[src/sv/bbs_ram.sv]
module bbs_ram #(
    parameter int WIDTH = 8,
    parameter int DEPTH = 16
) (
    input  logic                     clk,
    input  logic                     we,
    input  logic [$clog2(DEPTH)-1:0] waddr,
    input  logic [WIDTH-1:0]         wdata,
    input  logic [$clog2(DEPTH)-1:0] raddr,
    output logic [WIDTH-1:0]         rdata
);

    logic [WIDTH-1:0] mem [DEPTH];

    always_ff @(posedge clk)
    begin
        if (we)
        begin
            mem[waddr] <= wdata;
        end
        rdata <= mem[raddr];
    end

endmodule

[config.mk]
export PLATFORM = sky130hd
export DESIGN_NAME = bbs_ram
export DESIGN_NICKNAME = d
export VERILOG_FILES = /design/src/sv/bbs_ram.sv
export SDC_FILE = /design/constraint.sdc
export NUM_CORES = 1
export LEC_CHECK = 0
export BUFFER_PORTS_ARGS = -buffer_cell sky130_fd_sc_hd__buf_2
export CAP_MARGIN = 30
export CORE_MARGIN = 2
export CORE_UTILIZATION = 55
export CTS_BUF_LIST = sky130_fd_sc_hd__clkbuf_2
export DETAILED_ROUTE_END_ITERATION = 8
export PLACE_DENSITY = 0.8
export REMOVE_ABC_BUFFERS = 1
export SETUP_SLACK_MARGIN = 0.02
export SLEW_MARGIN = 20
export SYNTH_ARGS = -nofsm -noshare
export SYNTH_HDL_FRONTEND = slang
export SYNTH_SLANG_ARGS = --single-unit
[constraint.sdc]
create_clock -name clk -period 2.1 [get_ports clk]
set_input_delay 0.21 -clock clk [delete_from_list [all_inputs] [get_ports clk]]
set_output_delay 0.21 -clock clk [all_outputs]
set_load 0.1 [all_outputs]
After elaboration in Yosys (flattened, before gate mapping)
Memory sizes are Yosys's and may differ from the RTL's. A register that Yosys moved wholly into a read port is not among the register bits.
Index checks and enable logic that the tools add are counted.
- flip-flop bits (word level): 0
- RAM bits: 128
- input port bits: 18
- memories kept: 1
- muxes and demuxes: 2
- memory list (memory ; words ; bits a word ; rd ports ; clocked after memory_dff ; wr ports ; line ; source):
    mem ; 16 ; 8 ; 1 ; 1 ; 1 ; 13 ; logic [WIDTH-1:0] mem [DEPTH];
- operators with widths (cell ; count):
    two-way mux 1 bit ; 2

Longest topological paths before layout
Gate-level depths: netlist of run 1.
- depth in word-level cells: 2
- mapped depth: 5

Worst setup path before layout of run 1
No wires, ideal clock.
- kind: input -> register
- from: in waddr[2]
- to: mem mem[0][0], enable pin
- setup time: 0.383 ns
- data arrival time: 1.320 ns
- required time: 1.717 ns
- path slack: 0.397 ns
- stages: 2
- cells stage by stage: or3b_2 > nor3_1
- RTL lines (what ; line ; source):
    from (decl) ; 7 ; input logic [$clog2(DEPTH)-1:0] waddr,
    to (decl) ; 13 ;
No word-level cell before the write port.

Final worst setup path of run 1
- from: reg rdata[0], read port of mem
- to: out rdata[0]
- RTL lines (what ; line ; source):
    from (decl) ; 10 ; output logic [WIDTH-1:0] rdata
No word-level cell between the ends.

==> results of run 1 <==
==> layout make-up <==
cell class / count / area [um^2] / share of cell area, %
flip-flops and latches: 136 / 4000 / 68.7
well taps: 111 / 139 / 2.38
multi-input cells: 83 / 1060 / 18.1
clock inverters: 14 / 173 / 2.96
clock buffers: 18 / 90.1 / 1.55
repair buffers: 53 / 368 / 6.31
==> metrics by stage <==
stage | instances | worst slack, ns
detailed placement | 375 | 0.313
global route | 415 | 0.311
finish | 415 | 0.413
CTS | 415 | 0.349
global placement | 375 | 0.379
floorplan | 219 | 0.397
==> cell families (layout without fill, tap and decap cells) <==
family,Yosys count,count (layout),synth area share [%]
buf+inv,10,85,1.68
flops,136,136,77.8
compound gates,16,16,2.33
simple gates,35,35,3.18
mux,32,32,15.0
==> per-layer routing <==
layer	vias up	wire length (um)
li1	1105	-
met1	1274	3810
met2	108	4920
met3	7	773
met4	0	62
met5	-	0
==> report_power, final <==
part	internal, uW	total [uW]	switching, uW
Combinational	130	418	287
Clock	677	1600	925
Sequential	3030	3050	20.8
==> sequential cells by signal, indices dropped and copies added, names as in the netlist <==
name,cells
rdata,8
mem,128
==> worst paths after layout <==
kind                            slack (ns)               end  cells past startpoint                start
worst max-delay path                  0.41          rdata[0]                      1     rdata[0]$_DFF_P_
worst min-delay path                  0.13  rdata[2]$_DFF_P_                      4             raddr[2]
worst max register to register        0.59  rdata[3]$_DFF_P_                      3  mem[9][3]$_DFFE_PP_
worst min register to register        0.67  rdata[2]$_DFF_P_                      3  mem[4][2]$_DFFE_PP_
==> placed cells by master (no fill, tap or decap) <==
cell type,synthesis,layout
sky130_fd_sc_hd__edfxtp_1,128,128
sky130_fd_sc_hd__buf_2,3,25
sky130_fd_sc_hd__buf_4,1,19
sky130_fd_sc_hd__mux4_2,18,18
sky130_fd_sc_hd__clkbuf_2,0,18
sky130_fd_sc_hd__a22oi_1,16,16
sky130_fd_sc_hd__mux4_1,14,14
sky130_fd_sc_hd__nor2_1,13,13
sky130_fd_sc_hd__nand2_1,9,9
sky130_fd_sc_hd__dlygate4sd3_1,0,8
sky130_fd_sc_hd__dfxtp_1,8,8
sky130_fd_sc_hd__nor3_1,4,4
sky130_fd_sc_hd__clkinvlp_4,0,4
sky130_fd_sc_hd__inv_6,0,4
sky130_fd_sc_hd__bufinv_16,0,3
sky130_fd_sc_hd__nand3b_1,2,2
sky130_fd_sc_hd__nand2b_1,2,2
sky130_fd_sc_hd__nor2b_1,1,1
sky130_fd_sc_hd__and2_1,1,1
sky130_fd_sc_hd__and2b_1,1,1
sky130_fd_sc_hd__nand3_1,1,1
sky130_fd_sc_hd__or3b_2,1,1
sky130_fd_sc_hd__clkinv_1,0,1
sky130_fd_sc_hd__clkinv_2,0,1
sky130_fd_sc_hd__clkinv_4,0,1
sky130_fd_sc_hd__buf_12,0,1
==> what timing repair did <==
action                    in CTS  in global routing
buffers inserted               0                  0
resized for setup              0                  0
hold endpoints to repair     128                  0
hold buffers                   8                  0
==> impl_summary.log, run 1 <==
[metrics] status: complete, no violations
[metrics] distinct cell type count of the synthesized netlist: 19
[metrics] count of final hold-check violations: 0
[metrics] via count of the first global-routing pass: 2543
[metrics] leading cell types by total area after synthesis: sky130_fd_sc_hd__edfxtp_1 (75%), sky130_fd_sc_hd__mux4_2 (7.9%), sky130_fd_sc_hd__mux4_1 (7.1%)
[metrics] fmax: between 500 and 600 MHz
[metrics] Worst Skew: 0.0279 ns
[metrics] utilization after layout: a little under two thirds
[metrics] first-pass GRT wire length: roughly 15 mm
[metrics] most numerous cell in the Yosys netlist: sky130_fd_sc_hd__edfxtp_1
[metrics] time the final worst path needs with I/O delays and setup: roughly 1.7 ns
[metrics] Max stage delay on crit path: roughly 0.45 ns
[metrics] synthesized netlist cell count: 229
[metrics] number of synthesized flops with an enable pin: ~130
[metrics] Worst IR Drop VDD: about 440 uV
[metrics] global-route total usage across every layer: a little over a fifth
[metrics] setup repair after global routing missed its margin: no
[metrics] Async S/R FF share, synth: 0%
[metrics] Slowest cell on crit path: sky130_fd_sc_hd__buf_2
[metrics] cell family with most CP delay: buffers and inverters
[metrics] clock sink count: 136
[metrics] IO Count: 26
[metrics] n_diodes: 0
[metrics] register clock-pin slew on the reported worst setup and hold paths: between 0.2 and 0.25 ns
[metrics] number of placement rows: 35
[metrics] most utilized layer in the global route result: met2
[metrics] # fillers: 599
[metrics] Data required, critical path: 1.89 ns
[metrics] total gr overflow: 0
[metrics] Setup crit end kind: output port
[metrics] sequential cell area fraction in the yosys report: 77.8%
[metrics] area leader, netlist: sky130_fd_sc_hd__edfxtp_1
[metrics] Worst Hold Class: input port to flip-flop
[metrics] number of design rule violations left after detail routing: 0
[metrics] Die Ht: ~100 um
[metrics] Pwr Total: approximately 5100 uW
[metrics] die area: between 10000 and 15000 um^2
[metrics] Netlist Area Pre-Place: around 5100 um^2
[metrics] iteration count of the initial detailed-routing pass: 6
[metrics] Post-Route WL: about 9.6 mm
[metrics] power density over the cells: between 800 and 900 nW/um^2
[metrics] static power due to leakage: between 0.0015 and 0.002 uW
[metrics] Max transition margin: roughly 48%
[metrics] number of clock buffers inserted by TritonCTS: 17
[metrics] Post-synth top cells: sky130_fd_sc_hd__edfxtp_1 (128), sky130_fd_sc_hd__mux4_2 (18), sky130_fd_sc_hd__a22oi_1 (16)
[metrics] max capacitance violation total: 0
[metrics] number of antenna violations at the first check in global routing: 0
[metrics] final number of max-transition violations: 0
[metrics] Post-layout nets: slightly above 300
[metrics] layout cells sized above 1: a little under a third
[metrics] H-Tree Level Count: 4
[metrics] per-cell via count in the routed design: 6.01
[metrics] Starting Density: between 50% and 60%
[metrics] total core area: between 9000 and 10000 um^2
[metrics] Layout area overhead: 13.3%
[metrics] Tcrit/Tclk final: 80.3%
[metrics] WP data arrival: 1.48 ns
[metrics] die span in x: a little over 100 um
[metrics] mean post-synth cell area: around 22 um^2
[metrics] Clock Tree Root: sky130_fd_sc_hd__clkbuf_2
[metrics] path type of the worst setup path: flip-flop to output port
[metrics] DRC marker count from the first detailed-route iteration: between 200 and 250
[metrics] routability cong.: about 0.76
[metrics] total negative slack for setup checks: 0 ns
[metrics] Finished Cell Area: around 6000 um^2
[metrics] clock latency of the later-clocked register in the worst-skew pair: 0.62 ns
[metrics] met3 Resource Use GR: 5.48%
[metrics] average routed wire per standard cell: approximately 23 um
[metrics] Placed Instance Area: between 5000 and 6000 um^2
[metrics] number of setup violations in the final report: 0
[metrics] critical path launch point type: flip-flop
[metrics] routed vias: between 2000 and 2500
[metrics] maximum buffer depth of the clock tree: 2
[metrics] cells along the critical path: buf_2
[metrics] yosys warns: 0
[metrics] GR met1 Demand/Resource: 29.4%
[metrics] global-route track usage on met2: 33.9%
[metrics] Crit path buffers/inverters: 1
[metrics] Fin Hold WS: between 0.1 and 0.15 ns
[metrics] Post-DP HPWL: between 6 and 7 mm
[metrics] number of flip-flops and latches in the synthesized netlist: 136
[metrics] clock tree from TritonCTS: done
[metrics] primary flip-flop cell chosen by synthesis mapping: sky130_fd_sc_hd__edfxtp_1
[metrics] largest fanout on the critical path: 1
[metrics] count of input and output buffers: 25
[metrics] ANT nets after route: 0
[metrics] share of the synthesized area in the top cell type: 74.7%
[metrics] Worst-Margin Slew: just under 0.8 ns
[metrics] largest net degree at the start of global routing: 33
(Power assumes the default switching activity.)
==> run 2: changes to the inputs <==
Settings changed: ABC_AREA set to 1, PLACE_DENSITY 0.8 to 0.79.
Clock period 2.1 ns to 1.6 ns, I/O delays scaled along.
==> run 2 against run 1 <==
Effect of this change: utilization is 0.29 points higher; register-to-register slack worse by 0.50 ns; cell area rose by 12%; first-iteration DRC count rose by 92%; largest power group unchanged.
==> impl_summary.log, run 2 <==
[metrics] final number of max-transition violations: 0
[metrics] area leader, netlist: sky130_fd_sc_hd__edfxtp_1
[metrics] total negative slack for setup checks: 0 ns
[metrics] setup repair after global routing missed its margin: yes
[metrics] layout cells sized above 1: 14.1%
[metrics] first-pass GRT wire length: around 19 mm
[metrics] mean post-synth cell area: around 10 um^2
[metrics] WP data arrival: 2.17 ns
[metrics] clock latency of the later-clocked register in the worst-skew pair: around 0.67 ns
[metrics] number of placement rows: 37
[metrics] routed vias: about 4000
[metrics] Clock Tree Root: sky130_fd_sc_hd__clkbuf_2
[metrics] IO Count: 26
[metrics] number of setup violations in the final report: 0
[metrics] number of buffers inserted by post-CTS setup repair: 0
[metrics] Setup Slack @ Placement: roughly 0.27 ns
[metrics] Worst-Margin Slew: between 0.4 and 0.5 ns
[metrics] Worst Hold Class: input port to flip-flop
[metrics] Post-layout nets: roughly 630
[metrics] distinct cell type count of the synthesized netlist: 12
[metrics] largest registers in the final layout: mem x128, rdata x8
[metrics] Setup crit end kind: flip-flop
[metrics] largest fanout on the critical path: 18
[metrics] net switching power: between 1500 and 2000 uW
[metrics] per-cell via count in the routed design: 5.25
[metrics] Data required, critical path: roughly 2.2 ns
[metrics] clock tree from TritonCTS: done
[metrics] sequential cell fraction of total power: around 59%
[metrics] sink of the worst hold path: mem[14][7]$_DFFE_PP_
[metrics] Cell Int Power: around 5000 uW
[metrics] Starting Density: between 50 and 60%
[metrics] die span in x: 106 um
[metrics] Net Sw Frac: between 20 and 30%
[metrics] critical path launch point type: input port
[metrics] cells along the critical path: dlygate4sd3_1, buf_2, buf_4, nand3_1, nand3_1, nand3_2, nand2_1, dlygate4sd3_1
[metrics] Combinational Power Share: about a tenth
[metrics] Async S/R FF share, synth: 0%
[metrics] most numerous cell in the Yosys netlist: sky130_fd_sc_hd__nand2_1
[metrics] count of input and output buffers: 25
[metrics] Max stage delay on crit path: roughly 0.53 ns
[metrics] n_diodes: 0
[metrics] Fin Hold WS: 0.127 ns
[metrics] via count of the first global-routing pass: between 3000 and 4000
[metrics] sequential cell area fraction in the yosys report: a little under 70%
[metrics] number of cell instances on the worst register-to-register path: 7
[metrics] total gr overflow: 0
[metrics] static power due to leakage: approximately 0.0029 uW
[metrics] Pwr Total: approximately 6800 uW
[metrics] largest net degree at the start of global routing: between 60 and 70
[metrics] number of antenna violations at the first check in global routing: 0
[metrics] utilization after layout: between 60% and 70%
[metrics] min setup slack post-route: between 0.04 and 0.05 ns
[metrics] register clock-pin slew on the reported worst setup and hold paths: between 0.15 and 0.2 ns
[metrics] number of synthesized flops with an enable pin: about 130
[metrics] yosys warns: 0
[metrics] Post-DP HPWL: between 7 and 8 mm
[metrics] Netlist Area Pre-Place: 5770 um^2
[metrics] Die Ht: about 110 um
[metrics] iteration count of the initial detailed-routing pass: 6
[metrics] Post-Route WL: approximately 12 mm
[metrics] Max transition margin: a little over 70%
[metrics] maximum buffer depth of the clock tree: 2
[metrics] share of the synthesized area in the top cell type: 66.7%
[metrics] RR Startpoint: mem[8][2]$_DFFE_PP_
[metrics] total core area: around 10000 um^2
[metrics] Layout area overhead: 13.5%
[metrics] power density over the cells: around 1000 nW/um^2
[metrics] average routed wire per standard cell: approximately 16 um
[metrics] time the final worst path needs with I/O delays and setup: about 1.6 ns
[metrics] Worst IR Drop VDD: between 500 and 600 uV
[metrics] number of flip-flops and latches in the synthesized netlist: about 140
[metrics] hold path startpoint: waddr[2]
[metrics] ANT nets after route: 0
[metrics] H-Tree Level Count: 4
[metrics] number of design rule violations left after detail routing: 0
[metrics] count of final hold-check violations: 0
[metrics] max capacitance violation total: 0
[metrics] global-route total usage across every layer: a little under a quarter
[metrics] path type of the worst setup path: input port to flip-flop
[metrics] cell depth of the worst min-delay path: 4
[metrics] Worst Skew: roughly 0.03 ns
[metrics] most common cell after layout, fill and taps aside: sky130_fd_sc_hd__nand2_1
[metrics] commonest non-fill, non-tap cells in the layout: sky130_fd_sc_hd__nand2_1 (173), sky130_fd_sc_hd__edfxtp_1 (128), sky130_fd_sc_hd__inv_1 (100)
[metrics] Post-synth top cells: sky130_fd_sc_hd__nand2_1 (173), sky130_fd_sc_hd__edfxtp_1 (128), sky130_fd_sc_hd__inv_1 (100)
[metrics] routability cong.: between 0.8 and 0.9
[metrics] number of clock buffers inserted by TritonCTS: 17
[metrics] register containing the most flip-flops in the final layout: mem
[metrics] DRC marker count from the first detailed-route iteration: around 440
[metrics] Slowest cell on crit path: sky130_fd_sc_hd__dlygate4sd3_1
[metrics] status: complete, no violations
[metrics] die area: around 11000 um^2
[metrics] synthesized netlist cell count: 551
[metrics] flop2flop setup slack: ~0.090 ns
[metrics] Tcrit/Tclk final: a little over nine tenths
[metrics] leading cell types by total area after synthesis: sky130_fd_sc_hd__edfxtp_1 (67%), sky130_fd_sc_hd__nand2_1 (11%), sky130_fd_sc_hd__nand3_1 (8.4%)
[metrics] primary flip-flop cell chosen by synthesis mapping: sky130_fd_sc_hd__edfxtp_1
[metrics] number of flip-flops under the largest register name: 128
[metrics] Clock Power Share: 30.5%
[metrics] terminus of the critical flop-to-flop path: rdata[2]$_DFF_P_
[metrics] clock sink count: between 100 and 150
[metrics] fmax: around 640 MHz
-- run 2: cell count changes after synthesis, moves of 14 or more --
| cell | change |
|---|---|
| sky130_fd_sc_hd__a22oi_1 | -16 |
| sky130_fd_sc_hd__inv_1 | +100 |
| sky130_fd_sc_hd__mux4_1 | -14 |
| sky130_fd_sc_hd__mux4_2 | -18 |
| sky130_fd_sc_hd__nand2_1 | +164 |
| sky130_fd_sc_hd__nand3_1 | +96 |
-- run 2: metrics by stage --
| stage | instance area [um^2] | instances |
|---|---|---|
| final | 6550 | 758 |
| after global routing | 6550 | 758 |
| after floorplan | 5600 | 527 |
| after CTS | 6520 | 758 |
| after global placement | 6110 | 713 |
| after detailed placement | 6110 | 713 |
-- run 2: critical path, delay by kind of cell --
family | cells | cell delay (ns)
buf+inv | 4 | 1.59
simple gates | 4 | 0.41
-- run 2: per-layer routing --
layer	vias to the layer above	wire [um]	GRT usage (%)	part of all wire [%]
met5	-	0	0	0
met2	198	5680	34.8	47
met3	26	996	5.27	8.2
met4	0	325	9.68	2.7
met1	1866	5140	30.8	42
li1	1886	-	-	-
-- run 2: worst max path at each step --
| stage | slack, ns | end | depth (start not counted) | start |
|---|---|---|---|---|
| 2_1_floorplan | 0.46 | rdata[2]$_DFF_P_ | 6 | raddr[0] |
| 3_3_place_gp | 0.32 | rdata[0]$_DFF_P_ | 7 | raddr[1] |
| 3_5_place_dp | 0.27 | rdata[0]$_DFF_P_ | 7 | raddr[1] |
| 4_1_cts | 0.01 | rdata[1] | 1 | rdata[1]$_DFF_P_ |
| 5_1_grt | 0.001 | rdata[2]$_DFF_P_ | 7 | mem[9][2]$_DFFE_PP_ |
| 6_report | 0.04 | rdata[2]$_DFF_P_ | 8 | raddr[1] |
-- run 2: layout make-up --
class	count	area, um^2
clock buffer	20	100
clock inverter	12	153
fill	785	3680
inverter	102	383
multi-input combinational	289	1240
sequential	136	4000
tap	136	170
timing repair buffer	63	499
-- run 2: what timing repair did --
action / in CTS / in global routing
hold buffers: 13 / 0
setup endpoints to repair: 8 / 4
pin swaps: 0 / 0
endpoints found under the hold margin: 136 / 0
gates resized for setup: 9 / 7
-- run 2: power by group through the flow --
stage	clock, uW	sequential [uW]	combinational [uW]
CTS	2100	4000	692
detailed placement	0	4080	648
finish	2070	4000	706
global placement	0	4080	635
global route	2240	4010	758
floorplan	0	4250	215
-- run 2: logic make-up (layout without fill, tap and decap cells) --
family | after synthesis | after routing | synth area share, %
and+or+nand+nor | 289 | 289 | 21.0
DFF | 136 | 136 | 69.4
buffers and inverters | 126 | 197 | 9.52
==> run 3: changes to the inputs <==
Settings changed: ABC_AREA 1 to unset, PLACE_DENSITY 0.79 to 0.8.
==> run 3 against run 2 <==
Effect of this change: clock power down 12%; register-to-register slack better by 0.14 ns; first-iteration DRC count decreased by 36%; sequential power is essentially flat; total power fell by 5.5%; count of clock-buffer cells in the layout rose by 2; critical path depth decreased by 3; utilization up 0.31 points; combinational power down 18%; maximum frequency grew 4.0%; critical path type unchanged; largest power group unchanged.
==> impl_summary.log, run 3 (synthesized netlist as in run 1, its figures left out) <==
[metrics] Clock Tree Root: sky130_fd_sc_hd__clkbuf_2
[metrics] clock latency of the later-clocked register in the worst-skew pair: just over 0.6 ns
[metrics] number of setup violations in the final report: 0
[metrics] DRC marker count from the first detailed-route iteration: roughly 290
[metrics] status: complete, no violations
[metrics] commonest non-fill, non-tap cells in the layout: sky130_fd_sc_hd__edfxtp_1 (128), sky130_fd_sc_hd__buf_4 (24), sky130_fd_sc_hd__clkbuf_2 (22)
[metrics] Post-DP HPWL: 5.87 mm
[metrics] Data required, critical path: ~1.9 ns
[metrics] Starting Density: 56.2%
[metrics] Slowest cell on crit path: sky130_fd_sc_hd__dlygate4sd3_1
[metrics] n_diodes: 0
[metrics] Tcrit/Tclk final: about 94%
[metrics] final std cells w/o fill: 420
[metrics] static power due to leakage: a little over 0.002 uW
[metrics] layout cells sized above 1: 31.4%
[metrics] IO Count: 26
[metrics] critical path launch point type: input port
[metrics] max capacitance violation total: 0
[metrics] power density over the cells: between 1000 and 1500 nW/um^2
[metrics] Post-Route WL: roughly 9.2 mm
[metrics] Max transition margin: roughly three quarters
[metrics] Worst Skew: ~0.023 ns
[metrics] clock sink count: roughly 140
[metrics] Worst-Margin Slew: slightly below 0.4 ns
[metrics] average routed wire per standard cell: 22.0 um
[metrics] critical path's most frequent cell: sky130_fd_sc_hd__dlygate4sd3_1
[metrics] number of clock buffers inserted by TritonCTS: 17
[metrics] clock tree from TritonCTS: done
[metrics] via count of the first global-routing pass: ~2500
[metrics] Layout area overhead: 14.3%
[metrics] number of cell instances on the worst register-to-register path: 3
[metrics] crit path launch: waddr[1]
[metrics] Pwr Total: about 6400 uW
[metrics] die area: about 10000 um^2
[metrics] Post-layout nets: between 300 and 400
[metrics] routability cong.: roughly 0.73
[metrics] global-route total usage across every layer: 19.8%
[metrics] register containing the most flip-flops in the final layout: mem
[metrics] Setup Slack @ Placement: around 0.032 ns
[metrics] most common cell after layout, fill and taps aside: sky130_fd_sc_hd__edfxtp_1
[metrics] path type of the worst setup path: input port to flip-flop
[metrics] iteration count of the initial detailed-routing pass: 5
[metrics] total core area: between 9000 and 10000 um^2
[metrics] number of antenna violations at the first check in global routing: 0
[metrics] total gr overflow: 0
[metrics] Max stage delay on crit path: around 0.58 ns
[metrics] cells along the critical path: dlygate4sd3_1, buf_2, nor3_1, dlygate4sd3_1, buf_4
[metrics] number of flip-flops under the largest register name: between 100 and 150
[metrics] number of placement rows: 35
[metrics] number of design rule violations left after detail routing: 0
[metrics] routed vias: about 2500
[metrics] min setup slack post-route: 0.102 ns
[metrics] per-cell via count in the routed design: slightly below 6
[metrics] cell depth of the worst min-delay path: 5
[metrics] Setup crit end kind: flip-flop
[metrics] ANT nets after route: 0
[metrics] largest registers in the final layout: mem x128, rdata x8
[metrics] setup repair after global routing missed its margin: no
[metrics] number of buffers inserted by post-CTS setup repair: 0
[metrics] final number of max-transition violations: 0
[metrics] first-pass GRT wire length: approximately 14 mm
[metrics] largest fanout on the critical path: 8
[metrics] Worst IR Drop VDD: about 710 uV
[metrics] count of final hold-check violations: 0
[metrics] fmax: between 600 and 700 MHz
[metrics] Worst Hold Class: input port to flip-flop
[metrics] number of instances in the placed design: 377
[metrics] WP data arrival: ~1.8 ns
[metrics] RR Startpoint: mem[15][0]$_DFFE_PP_
[metrics] hold path startpoint: raddr[3]
[metrics] largest net degree at the start of global routing: 31
[metrics] Die Ht: 101 um
[metrics] register clock-pin slew on the reported worst setup and hold paths: about 0.18 ns
[metrics] H-Tree Level Count: 4
[metrics] count of input and output buffers: 25
[metrics] die span in x: 101 um
[metrics] maximum buffer depth of the clock tree: 2
[metrics] utilization after layout: about 64%
[metrics] time the final worst path needs with I/O delays and setup: around 1.5 ns
run 3: cell count changes in the layout (fill, tap and decap cells not counted), sizes merged, moves of 3 or more:
cell / previous run / this run
clkinvlp: 6 / 0
nor2: 17 / 13
buf: 50 / 46
a22oi: 0 / 16
clkbuf: 20 / 23
inv: 102 / 0
nand3: 97 / 1
nand2: 173 / 9
mux4: 0 / 32
nor3: 0 / 4
clkinv: 3 / 8
run 3: stage by stage:
step	instance area, um^2	TNS (ns)	hold WS, ns
floorplan	5060	-0.423	0.259
CTS	5840	0	0.00923
global route	5890	0	0.0443
global placement	5530	0	0.548
finish	5890	0	0.118
detailed placement	5530	0	0.564
run 3: final cells by class:
cell class / instances / area, um^2
Sequential cell: 136 / 4000
Fill cell: 596 / 3270
Multi-Input combinational cell: 83 / 1060
Timing Repair Buffer: 58 / 469
Tap cell: 111 / 139
Clock buffer: 22 / 110
Clock inverter: 10 / 106
run 3: routing by layer:
layer	wire [um]	GRT usage, %	up-vias
met5	0	0	-
met4	117	6.01	0
met3	833	6.73	11
met2	4470	29.3	105
met1	3810	28.5	1253
li1	-	-	1116
run 3: timing repair:
item / in CTS / in global routing
hold buffers: 8 / 3
endpoints found under the setup margin: 7 / 3
pin swaps: 0 / 0
hold endpoints to repair: 128 / 4
gates resized for setup: 7 / 4
run 3: path summary, 6_finish.rpt:
check / to / slack (ns)
setup / recovery: mem[0][1]$_DFFE_PP_ / 0.10
hold / removal: rdata[2]$_DFF_P_ / 0.12
setup reg to reg: rdata[0]$_DFF_P_ / 0.23
hold reg to reg: rdata[2]$_DFF_P_ / 0.69
run 3: critical path, delay by kind of cell:
| family | cells | cell delay [ns] |
|---|---|---|
| buf+inv | 4 | 1.46 |
| simple gates | 1 | 0.20 |
run 3: power breakdown:
group          internal, uW  switching (uW)  leakage [uW]
Sequential             3980            27.5       0.00122
Clock                   733            1090      0.000149
Combinational           204             376      0.000657
Total                  4910            1490       0.00203
